==> config.mk <==
export PLATFORM = sky130hd
export DESIGN_NAME = sorted_multi_timer_manager_unit
export DESIGN_NICKNAME = d
export VERILOG_FILES = /design/src/smt_pkg.sv /design/src/sorted_multi_timer_manager_unit.sv
export SDC_FILE = /design/constraint.sdc
export NUM_CORES = 2
export LEC_CHECK = 0
export BUFFER_PORTS_ARGS = -buffer_cell sky130_fd_sc_hd__buf_2
export CORE_MARGIN = 4
export CORE_UTILIZATION = 68
export DETAILED_ROUTE_END_ITERATION = 7
export PLACE_DENSITY = 0.85
export REMOVE_ABC_BUFFERS = 1
export SYNTH_ARGS = -nofsm -noshare
export SYNTH_HDL_FRONTEND = slang
export SYNTH_SLANG_ARGS = --single-unit
==> constraint.sdc <==
create_clock -name clk_i -period 9.15 [get_ports clk_i]
set_input_delay 0.4575 -clock clk_i [delete_from_list [all_inputs] [get_ports clk_i]]
set_output_delay 0.4575 -clock clk_i [all_outputs]
set_load 0.01 [all_outputs]
==> src/smt_pkg.sv <==
package smt_pkg;

  localparam int unsigned InDataW  = 80;
  localparam int unsigned OutDataW = 40;
  localparam int unsigned MaxFire  = 32;
  localparam int unsigned CntW     = $clog2(MaxFire + 1);

  typedef enum logic [2:0] {
    OP_ALLOC = 3'd0,
    OP_FREE  = 3'd1,
    OP_INIT  = 3'd2,
    OP_SET   = 3'd3,
    OP_TICK  = 3'd4
  } op_e;

  typedef enum logic [1:0] {
    KIND_GRANT = 2'd0,
    KIND_FAIL  = 2'd1,
    KIND_FIRE  = 2'd2
  } kind_e;

  typedef enum logic [1:0] {
    ST_FREE  = 2'd0,
    ST_ALLOC = 2'd1,
    ST_RUN   = 2'd2
  } slot_state_e;

  typedef enum logic [3:0] {
    S_IDLE,
    S_DECODE,
    S_ALLOC,
    S_U_SUCC,
    S_U_SGET,
    S_U_REQ,
    S_U_CMP,
    S_I_HEAD,
    S_I_HCMP,
    S_I_NEXT,
    S_I_NCMP,
    S_I_LINK1,
    S_I_LINK2,
    S_T_HEAD,
    S_T_CHK
  } fsm_e;

endpackage

==> src/sorted_multi_timer_manager_unit.sv <==
// Pool of TIMER_SLOTS one-shot timers kept in a deadline-sorted linked list.
// Slave stream carries one command word: alloc, free, init, set or tick.
// Master stream returns alloc grant/fail words and fired-timer words; tlast
// marks the final word caused by one command, tuser carries the word kind.
// Commands are taken one at a time; tready is high only while idle.
// Each command's walk is paced by the single read port:
//   alloc: scans upward from slot 0 for the lowest free slot
//   init, or free of a timer not running: done in decode
//   unlink of a running timer (free or set): walks from the head to the timer ahead of it
//   set: links into an empty list, at its head, or after walking to its place
//   tick: fires timers from the head until the list is empty or the head stays running
// Fired timers leave in ascending deadline order, later-armed first on ties,
// and at most 32 fire on one tick.
// A registered output word lets the next command enter while the previous
// result still waits; a stalled receiver stalls the sequencer only when a
// new word must be loaded.
// Reset clears all slots to free, the list to empty and the tick count to
// zero; tag, destination and deadline storage hold no reset value.
module sorted_multi_timer_manager_unit #(
  parameter int unsigned TIMER_SLOTS = 32
) (
  input  logic                         clk_i,
  input  logic                         rst_ni,
  input  logic                         s_axis_tvalid,
  output logic                         s_axis_tready,
  // op[2:0], slot[7:3], delay[39:8], tag[71:40], dest[73:72], zero pad
  input  logic [smt_pkg::InDataW-1:0]  s_axis_tdata,
  output logic                         m_axis_tvalid,
  input  logic                         m_axis_tready,
  // slot_out[4:0], tag_out[36:5], dest_out[38:37], zero pad
  output logic [smt_pkg::OutDataW-1:0] m_axis_tdata,
  // kind[1:0]
  output logic [1:0]                   m_axis_tuser,
  output logic                         m_axis_tlast
);
  import smt_pkg::*;

  localparam int unsigned IW = (TIMER_SLOTS > 1) ? $clog2(TIMER_SLOTS) : 1;
  localparam int unsigned PW = $clog2(TIMER_SLOTS + 1);
  localparam logic [PW-1:0] NoSlot   = PW'(TIMER_SLOTS);
  localparam logic [IW-1:0] LastSlot = IW'(TIMER_SLOTS - 1);

  fsm_e state_q, state_d;

  logic [2:0]  op_q;
  logic [4:0]  slot_q;
  logic [31:0] delay_q;
  logic [31:0] tag_q;
  logic [1:0]  dest_q;

  slot_state_e status_q [TIMER_SLOTS];
  slot_state_e status_d [TIMER_SLOTS];

  logic [PW-1:0]   head_q, head_d;
  logic [31:0]     now_q, now_d;
  logic [IW-1:0]   idx_q, idx_d;
  logic [PW-1:0]   p_q, p_d;
  logic [PW-1:0]   n_q, n_d;
  logic [PW-1:0]   snext_q, snext_d;
  logic [31:0]     dl_q, dl_d;
  logic [CntW-1:0] cnt_q, cnt_d;
  logic            pend_q, pend_d;
  logic [PW-1:0]   pslot_q, pslot_d;
  logic [31:0]     ptag_q, ptag_d;
  logic [1:0]      pdest_q, pdest_d;

  logic        out_valid_q;
  logic [1:0]  out_kind_q, out_kind_d;
  logic [4:0]  out_slot_q, out_slot_d;
  logic [31:0] out_tag_q, out_tag_d;
  logic [1:0]  out_dest_q, out_dest_d;
  logic        out_last_q, out_last_d;
  logic        out_load;
  logic        out_free;

  logic [31:0] dl_mem   [TIMER_SLOTS];
  logic [31:0] tag_mem  [TIMER_SLOTS];
  logic [1:0]  dest_mem [TIMER_SLOTS];
  logic [PW-1:0] succ_mem [TIMER_SLOTS];

  logic [IW-1:0] rd_addr;
  logic [31:0]   dl_rd_q;
  logic [31:0]   tag_rd_q;
  logic [1:0]    dest_rd_q;
  logic [PW-1:0] succ_rd_q;

  logic          dl_we;
  logic [31:0]   dl_wdata;
  logic          td_we;
  logic          succ_we;
  logic [IW-1:0] succ_waddr;
  logic [PW-1:0] succ_wdata;

  logic          in_range;
  logic [IW-1:0] slot_ix;
  logic [PW-1:0] s_ptr;
  logic          fire;
  logic          head_none;
  fsm_e          unlink_done;

  assign s_axis_tready = (state_q == S_IDLE);
  assign in_range      = (32'(slot_q) < TIMER_SLOTS);
  assign slot_ix       = IW'(slot_q);
  assign s_ptr         = PW'(slot_q);
  assign out_free      = !out_valid_q || m_axis_tready;
  assign head_none     = (head_q == NoSlot);
  assign fire          = (dl_rd_q <= now_q) && (cnt_q < CntW'(MaxFire));
  assign unlink_done   = (op_q == OP_SET) ? S_I_HEAD : S_IDLE;

  always_ff @(posedge clk_i) begin
    if (s_axis_tvalid && s_axis_tready) begin
      op_q    <= s_axis_tdata[2:0];
      slot_q  <= s_axis_tdata[7:3];
      delay_q <= s_axis_tdata[39:8];
      tag_q   <= s_axis_tdata[71:40];
      dest_q  <= s_axis_tdata[73:72];
    end
  end

  always_ff @(posedge clk_i) begin
    if (dl_we) begin
      dl_mem[slot_ix] <= dl_wdata;
    end
    dl_rd_q <= dl_mem[rd_addr];
  end

  always_ff @(posedge clk_i) begin
    if (td_we) begin
      tag_mem[slot_ix]  <= tag_q;
      dest_mem[slot_ix] <= dest_q;
    end
    tag_rd_q  <= tag_mem[rd_addr];
    dest_rd_q <= dest_mem[rd_addr];
  end

  always_ff @(posedge clk_i) begin
    if (succ_we) begin
      succ_mem[succ_waddr] <= succ_wdata;
    end
    succ_rd_q <= succ_mem[rd_addr];
  end

  always_ff @(posedge clk_i or negedge rst_ni) begin
    if (!rst_ni) begin
      state_q     <= S_IDLE;
      head_q      <= NoSlot;
      now_q       <= '0;
      cnt_q       <= '0;
      pend_q      <= 1'b0;
      out_valid_q <= 1'b0;
      for (int i = 0; i < TIMER_SLOTS; i++) begin
        status_q[i] <= ST_FREE;
      end
    end else begin
      state_q  <= state_d;
      head_q   <= head_d;
      now_q    <= now_d;
      cnt_q    <= cnt_d;
      pend_q   <= pend_d;
      status_q <= status_d;
      if (out_load) begin
        out_valid_q <= 1'b1;
      end else if (m_axis_tready) begin
        out_valid_q <= 1'b0;
      end
    end
  end

  always_ff @(posedge clk_i) begin
    idx_q   <= idx_d;
    p_q     <= p_d;
    n_q     <= n_d;
    snext_q <= snext_d;
    dl_q    <= dl_d;
    pslot_q <= pslot_d;
    ptag_q  <= ptag_d;
    pdest_q <= pdest_d;
    if (out_load) begin
      out_kind_q <= out_kind_d;
      out_slot_q <= out_slot_d;
      out_tag_q  <= out_tag_d;
      out_dest_q <= out_dest_d;
      out_last_q <= out_last_d;
    end
  end

  always_comb begin
    state_d    = state_q;
    status_d   = status_q;
    head_d     = head_q;
    now_d      = now_q;
    idx_d      = idx_q;
    p_d        = p_q;
    n_d        = n_q;
    snext_d    = snext_q;
    dl_d       = dl_q;
    cnt_d      = cnt_q;
    pend_d     = pend_q;
    pslot_d    = pslot_q;
    ptag_d     = ptag_q;
    pdest_d    = pdest_q;
    out_load   = 1'b0;
    out_kind_d = KIND_FIRE;
    out_slot_d = 5'(pslot_q);
    out_tag_d  = ptag_q;
    out_dest_d = pdest_q;
    out_last_d = 1'b0;
    rd_addr    = head_q[IW-1:0];
    dl_we      = 1'b0;
    dl_wdata   = delay_q + now_q;
    td_we      = 1'b0;
    succ_we    = 1'b0;
    succ_waddr = slot_ix;
    succ_wdata = head_q;

    unique case (state_q)
      S_IDLE: begin
        if (s_axis_tvalid) begin
          state_d = S_DECODE;
        end
      end
      S_DECODE: begin
        state_d = S_IDLE;
        unique case (op_q)
          OP_ALLOC: begin
            idx_d   = '0;
            state_d = S_ALLOC;
          end
          OP_FREE: begin
            if (in_range) begin
              status_d[slot_ix] = ST_FREE;
              if (status_q[slot_ix] == ST_RUN) begin
                state_d = S_U_SUCC;
              end
            end
          end
          OP_INIT: begin
            td_we = in_range;
          end
          OP_SET: begin
            if (in_range && status_q[slot_ix] != ST_FREE) begin
              dl_d              = dl_wdata;
              dl_we             = 1'b1;
              status_d[slot_ix] = ST_RUN;
              state_d = (status_q[slot_ix] == ST_RUN) ? S_U_SUCC : S_I_HEAD;
            end
          end
          OP_TICK: begin
            now_d   = now_q + 32'd1;
            cnt_d   = '0;
            pend_d  = 1'b0;
            state_d = S_T_HEAD;
          end
          default: begin
            state_d = S_IDLE;
          end
        endcase
      end
      S_ALLOC: begin
        if (status_q[idx_q] == ST_FREE) begin
          if (out_free) begin
            out_load        = 1'b1;
            out_kind_d      = KIND_GRANT;
            out_slot_d      = 5'(idx_q);
            out_tag_d       = '0;
            out_dest_d      = '0;
            out_last_d      = 1'b1;
            status_d[idx_q] = ST_ALLOC;
            state_d         = S_IDLE;
          end
        end else if (idx_q == LastSlot) begin
          if (out_free) begin
            out_load   = 1'b1;
            out_kind_d = KIND_FAIL;
            out_slot_d = '0;
            out_tag_d  = '0;
            out_dest_d = '0;
            out_last_d = 1'b1;
            state_d    = S_IDLE;
          end
        end else begin
          idx_d = idx_q + IW'(1);
        end
      end
      S_U_SUCC: begin
        rd_addr = slot_ix;
        state_d = S_U_SGET;
      end
      S_U_SGET: begin
        snext_d = succ_rd_q;
        if (head_q == s_ptr) begin
          head_d  = succ_rd_q;
          state_d = unlink_done;
        end else begin
          p_d     = head_q;
          state_d = S_U_REQ;
        end
      end
      S_U_REQ: begin
        rd_addr = p_q[IW-1:0];
        state_d = (p_q == NoSlot) ? unlink_done : S_U_CMP;
      end
      S_U_CMP: begin
        rd_addr = p_q[IW-1:0];
        if (succ_rd_q == s_ptr) begin
          succ_we    = 1'b1;
          succ_waddr = p_q[IW-1:0];
          succ_wdata = snext_q;
          state_d    = unlink_done;
        end else begin
          p_d     = succ_rd_q;
          state_d = S_U_REQ;
        end
      end
      S_I_HEAD: begin
        if (head_none) begin
          succ_we = 1'b1;
          head_d  = s_ptr;
          state_d = S_IDLE;
        end else begin
          state_d = S_I_HCMP;
        end
      end
      S_I_HCMP: begin
        if (dl_q <= dl_rd_q) begin
          succ_we = 1'b1;
          head_d  = s_ptr;
          state_d = S_IDLE;
        end else begin
          p_d     = head_q;
          n_d     = succ_rd_q;
          state_d = S_I_NEXT;
        end
      end
      S_I_NEXT: begin
        rd_addr = n_q[IW-1:0];
        state_d = (n_q == NoSlot) ? S_I_LINK1 : S_I_NCMP;
      end
      S_I_NCMP: begin
        rd_addr = n_q[IW-1:0];
        if (dl_q <= dl_rd_q) begin
          state_d = S_I_LINK1;
        end else begin
          p_d     = n_q;
          n_d     = succ_rd_q;
          state_d = S_I_NEXT;
        end
      end
      S_I_LINK1: begin
        succ_we    = 1'b1;
        succ_waddr = p_q[IW-1:0];
        succ_wdata = s_ptr;
        state_d    = S_I_LINK2;
      end
      S_I_LINK2: begin
        succ_we    = 1'b1;
        succ_wdata = n_q;
        state_d    = S_IDLE;
      end
      S_T_HEAD: begin
        if (head_none) begin
          if (!pend_q) begin
            state_d = S_IDLE;
          end else if (out_free) begin
            out_load   = 1'b1;
            out_last_d = 1'b1;
            pend_d     = 1'b0;
            state_d    = S_IDLE;
          end
        end else begin
          state_d = S_T_CHK;
        end
      end
      S_T_CHK: begin
        if (!pend_q || out_free) begin
          if (pend_q) begin
            out_load   = 1'b1;
            out_last_d = !fire;
          end
          if (fire) begin
            pslot_d                    = head_q;
            ptag_d                     = tag_rd_q;
            pdest_d                    = dest_rd_q;
            pend_d                     = 1'b1;
            status_d[head_q[IW-1:0]]   = ST_ALLOC;
            head_d                     = succ_rd_q;
            cnt_d                      = cnt_q + CntW'(1);
            state_d                    = S_T_HEAD;
          end else begin
            pend_d  = 1'b0;
            state_d = S_IDLE;
          end
        end
      end
      default: begin
        state_d = S_IDLE;
      end
    endcase
  end

  assign m_axis_tvalid = out_valid_q;
  assign m_axis_tdata  = {1'b0, out_dest_q, out_tag_q, out_slot_q};
  assign m_axis_tuser  = out_kind_q;
  assign m_axis_tlast  = out_last_q;

endmodule

==> metrics <==
Cell variety after synth=87; vias in the first global route=75300; ys flop type=edfxtp_1; EDFF count, synth=2514; net switching power=19.7 mW; Die Y=412 um; combinational power share=0.444; Fin. Hold Viols=0; first-pass GRT wire length=458000 um; Vias=77100; nets=8870; fin util=0.758; CTS sink cnt=2700; Worst slew margin=0.0866; CTS max path bufs=4; I/O pin cnt=129; critical path type=reg2reg; # DRC=0; Reg clk slew, reported paths=0.06 ns; Yosys warnings=0; # fillers=8971; status=complete, no violations; Starting DRT DRC Count=13500; largest net degree at the start of global routing=189; Critical Path Sink Type=flip-flop; I/O Buffers=121; Yosys reg bits=2700; Int Power=27.3 mW; Pre-antenna DRT Iters=7; post-DR wirelength/cell=28.1 um; Skew-Pair Late Insertion Delay=0.94 ns; Max Cap Viol=0; most used cell, CP=buf_12; RSZ-0062 raised after global routing=no; element type at the critical path start=flip-flop; placed cells=10500; top post-synthesis cells by count=edfxtp_1 (2514), nand2_1 (2418), nand3_1 (633); layout cells sized above 1=0.0906; DP HPWL=146000 um; final worst slack=3.83 ns; mean post-synth cell area=12.8 um2; cell count after synthesis=8654; Crit path arrival time=6.18 ns; Slew Viols, Final=0; Placer Congestion=0.945; Clock Power Share=0.228; worst-path cell chain=xnor2_2 -> o22ai_1 -> o22ai_4 -> buf_12 -> buf_12 -> nand2_1 -> and3_1 -> a311oi_1 -> a31oi_1 -> a211oi_1 -> a21o_1; grt ovf=0; Synth top area share=0.680; die area=0.170 mm2; Leak Pwr=43.2 nW; Overall Global Routing Usage=0.361; Post CTS Setup Buffer Count=0; area leader, netlist=edfxtp_1; CP max stage cell=o22ai_4; H-tree depth=5; PwrDens=381 mW/mm2; switch share=0.419; Mapped Area=0.111 mm2; fin crit share=0.582; Critical Path RT=10.00 ns; measured slew at the worst slew-check pin=1.36 ns; CTS tree=built; Num CTS Buffers=279; hold crit path type=in2reg; area of the multi-input gates=0.0292 mm2; final wirelength=311000 um; Sequential cell area=0.0798 mm2; Setup-failing EPs final=0; most frequent cell after synthesis=edfxtp_1; Site Rows=148; Die W=412 um; Worst IR Drop VDD=0.000603 V; Max Freq=0.188 GHz; initial antenna violation count=4; clock skew=0.0461 ns; Worst path max stage delay=0.87 ns; synth top area cells=edfxtp_1 (68%), nand2_1 (8.2%), a311oi_1 (3.4%), nand3_1 (2.9%), dfrtp_1 (2.5%); Cell Count, Final, Fillers Out=11100; Post-synth ARST share=0.0422; starting density of the core=0.683; register area share after synthesis=0.718; Tmin final=5.32 ns; CP max FO=182; area delta synth->final=10.9%; Seq pwr share=0.328; core box area=0.163 mm2; Vias/cell=6.98; dpl ws=4.11 ns; CTS root buffer=clkbuf_16; Routed Antenna Nets=0
## cell usage in the layout, fill, tap and decap left out, types with 65 or more instances in the layout
cell type | netlist | routed
dfrtp_1 | 113 | 113
a31oi_1 | 159 | 159
nand2_1 | 2418 | 2418
nor2_1 | 209 | 143
inv_1 | 86 | 84
dlygate4sd3_1 | 0 | 76
a311oi_1 | 426 | 426
nand3_1 | 633 | 632
ha_1 | 102 | 102
a21o_1 | 108 | 108
clkbuf_16 | 0 | 282
edfxtp_1 | 2514 | 2514
nor3_1 | 65 | 65
buf_4 | 12 | 121
a211oi_1 | 84 | 83
buf_2 | 223 | 120
a21oi_1 | 223 | 222
dfxtp_1 | 72 | 72
and3_1 | 304 | 302
## metal layers
layer,global-route usage,share of wire,vias up
met1,0.470,0.33,37000
met4,0.210,0.067,0
li1,-,-,32200
met2,0.569,0.47,6475
met5,0,0,-
met3,0.0782,0.13,1397
## path summary, 6_finish.rpt
check	cells after the start	to	slack, ns	from
max reg2reg	11	tag_rd_q[16]	3.83	state_q[0]
max	11	tag_rd_q[16]	3.83	state_q[0]
min	5	state_q[0]	0.07	s_axis_tvalid
max in group asynchronous	3	now_q[11]	7.53	rst_ni
min in group asynchronous	2	head_q[4]	0.26	rst_ni
min reg2reg	0	ptag_q[12]	0.40	tag_rd_q[12]
## cell families (layout without fill, tap and decap cells)
group	after synthesis	count (layout)	share of synthesized area
AO/OA/AOI/OAI	1251	1251	0.0826
XOR/XNOR	70	70	0.00559
adder cells (fa/ha/maj)	103	103	0.0117
buffers and inverters	682	902	0.0263
flip-flops	2700	2700	0.718
multiplexers	44	44	0.00679
other	1	3	0.0000338
AND/OR/NAND/NOR	3803	3803	0.148
## worst max-delay path: cells and delay by family, from the launching register on
| family | cells | cell delay, ns |
|---|---|---|
| buffers and inverters | 2 | 1.17 |
| AO/OA/AOI/OAI | 6 | 2.20 |
| flip-flops | 1 | 0.66 |
| XOR/XNOR | 1 | 0.56 |
| AND/OR/NAND/NOR | 2 | 0.34 |
## registers in the layout (all words and copies together) (netlist names), 6 cells and up, named ones only
register / flops
p_q: 6
snext_q: 6
dl_rd_q: 32
delay_q: 32
head_q: 6
n_q: 6
now_q: 32
dl_q: 32
status_q: 32
tag_q: 32
dest_mem: 64
out_tag_q: 32
cnt_q: 6
succ_mem: 192
succ_rd_q: 6
tag_rd_q: 32
tag_mem: 1024
dl_mem: 1024
ptag_q: 32
## power by group through the flow
stage                     logic [mW]  registers, mW  clock network [mW]
after floorplan                 9.27           15.4                   0
after global placement          18.9           15.6                   0
after detailed placement        19.7           15.6                   0
after CTS                       20.2           15.4                10.7
after global routing            22.4           15.4                11.3
final                           20.8           15.4                10.7
## area by class of cell
cell class,instances,area share
Inverter,89,0.00271
Multi-Input combinational cell,5272,0.237
Antenna cell,2,0.0000406
Clock inverter,114,0.00733
Sequential cell,2700,0.648
Timing Repair Buffer,341,0.0222
Clock buffer,358,0.0610
Tap cell,2175,0.0221
## repair_timing
item | CTS | global route
hold endpoints to repair | 142 | 0
hold buffers | 76 | 0
gates resized for setup | 0 | 0
## through the flow
step           hold WS, ns  power (mW)  TNS (ns)  area, um2
4_1_cts             0.0365        46.3         0     123000
2_1_floorplan        0.162        24.7  -2509.11     108000
3_3_place_gp         0.390        34.5         0     114000
6_report            0.0683        47.0         0     123000
5_1_grt             0.0900        49.1         0     123000
3_5_place_dp         0.389        35.4         0     114000
Power figures use the tool's default switching activity.
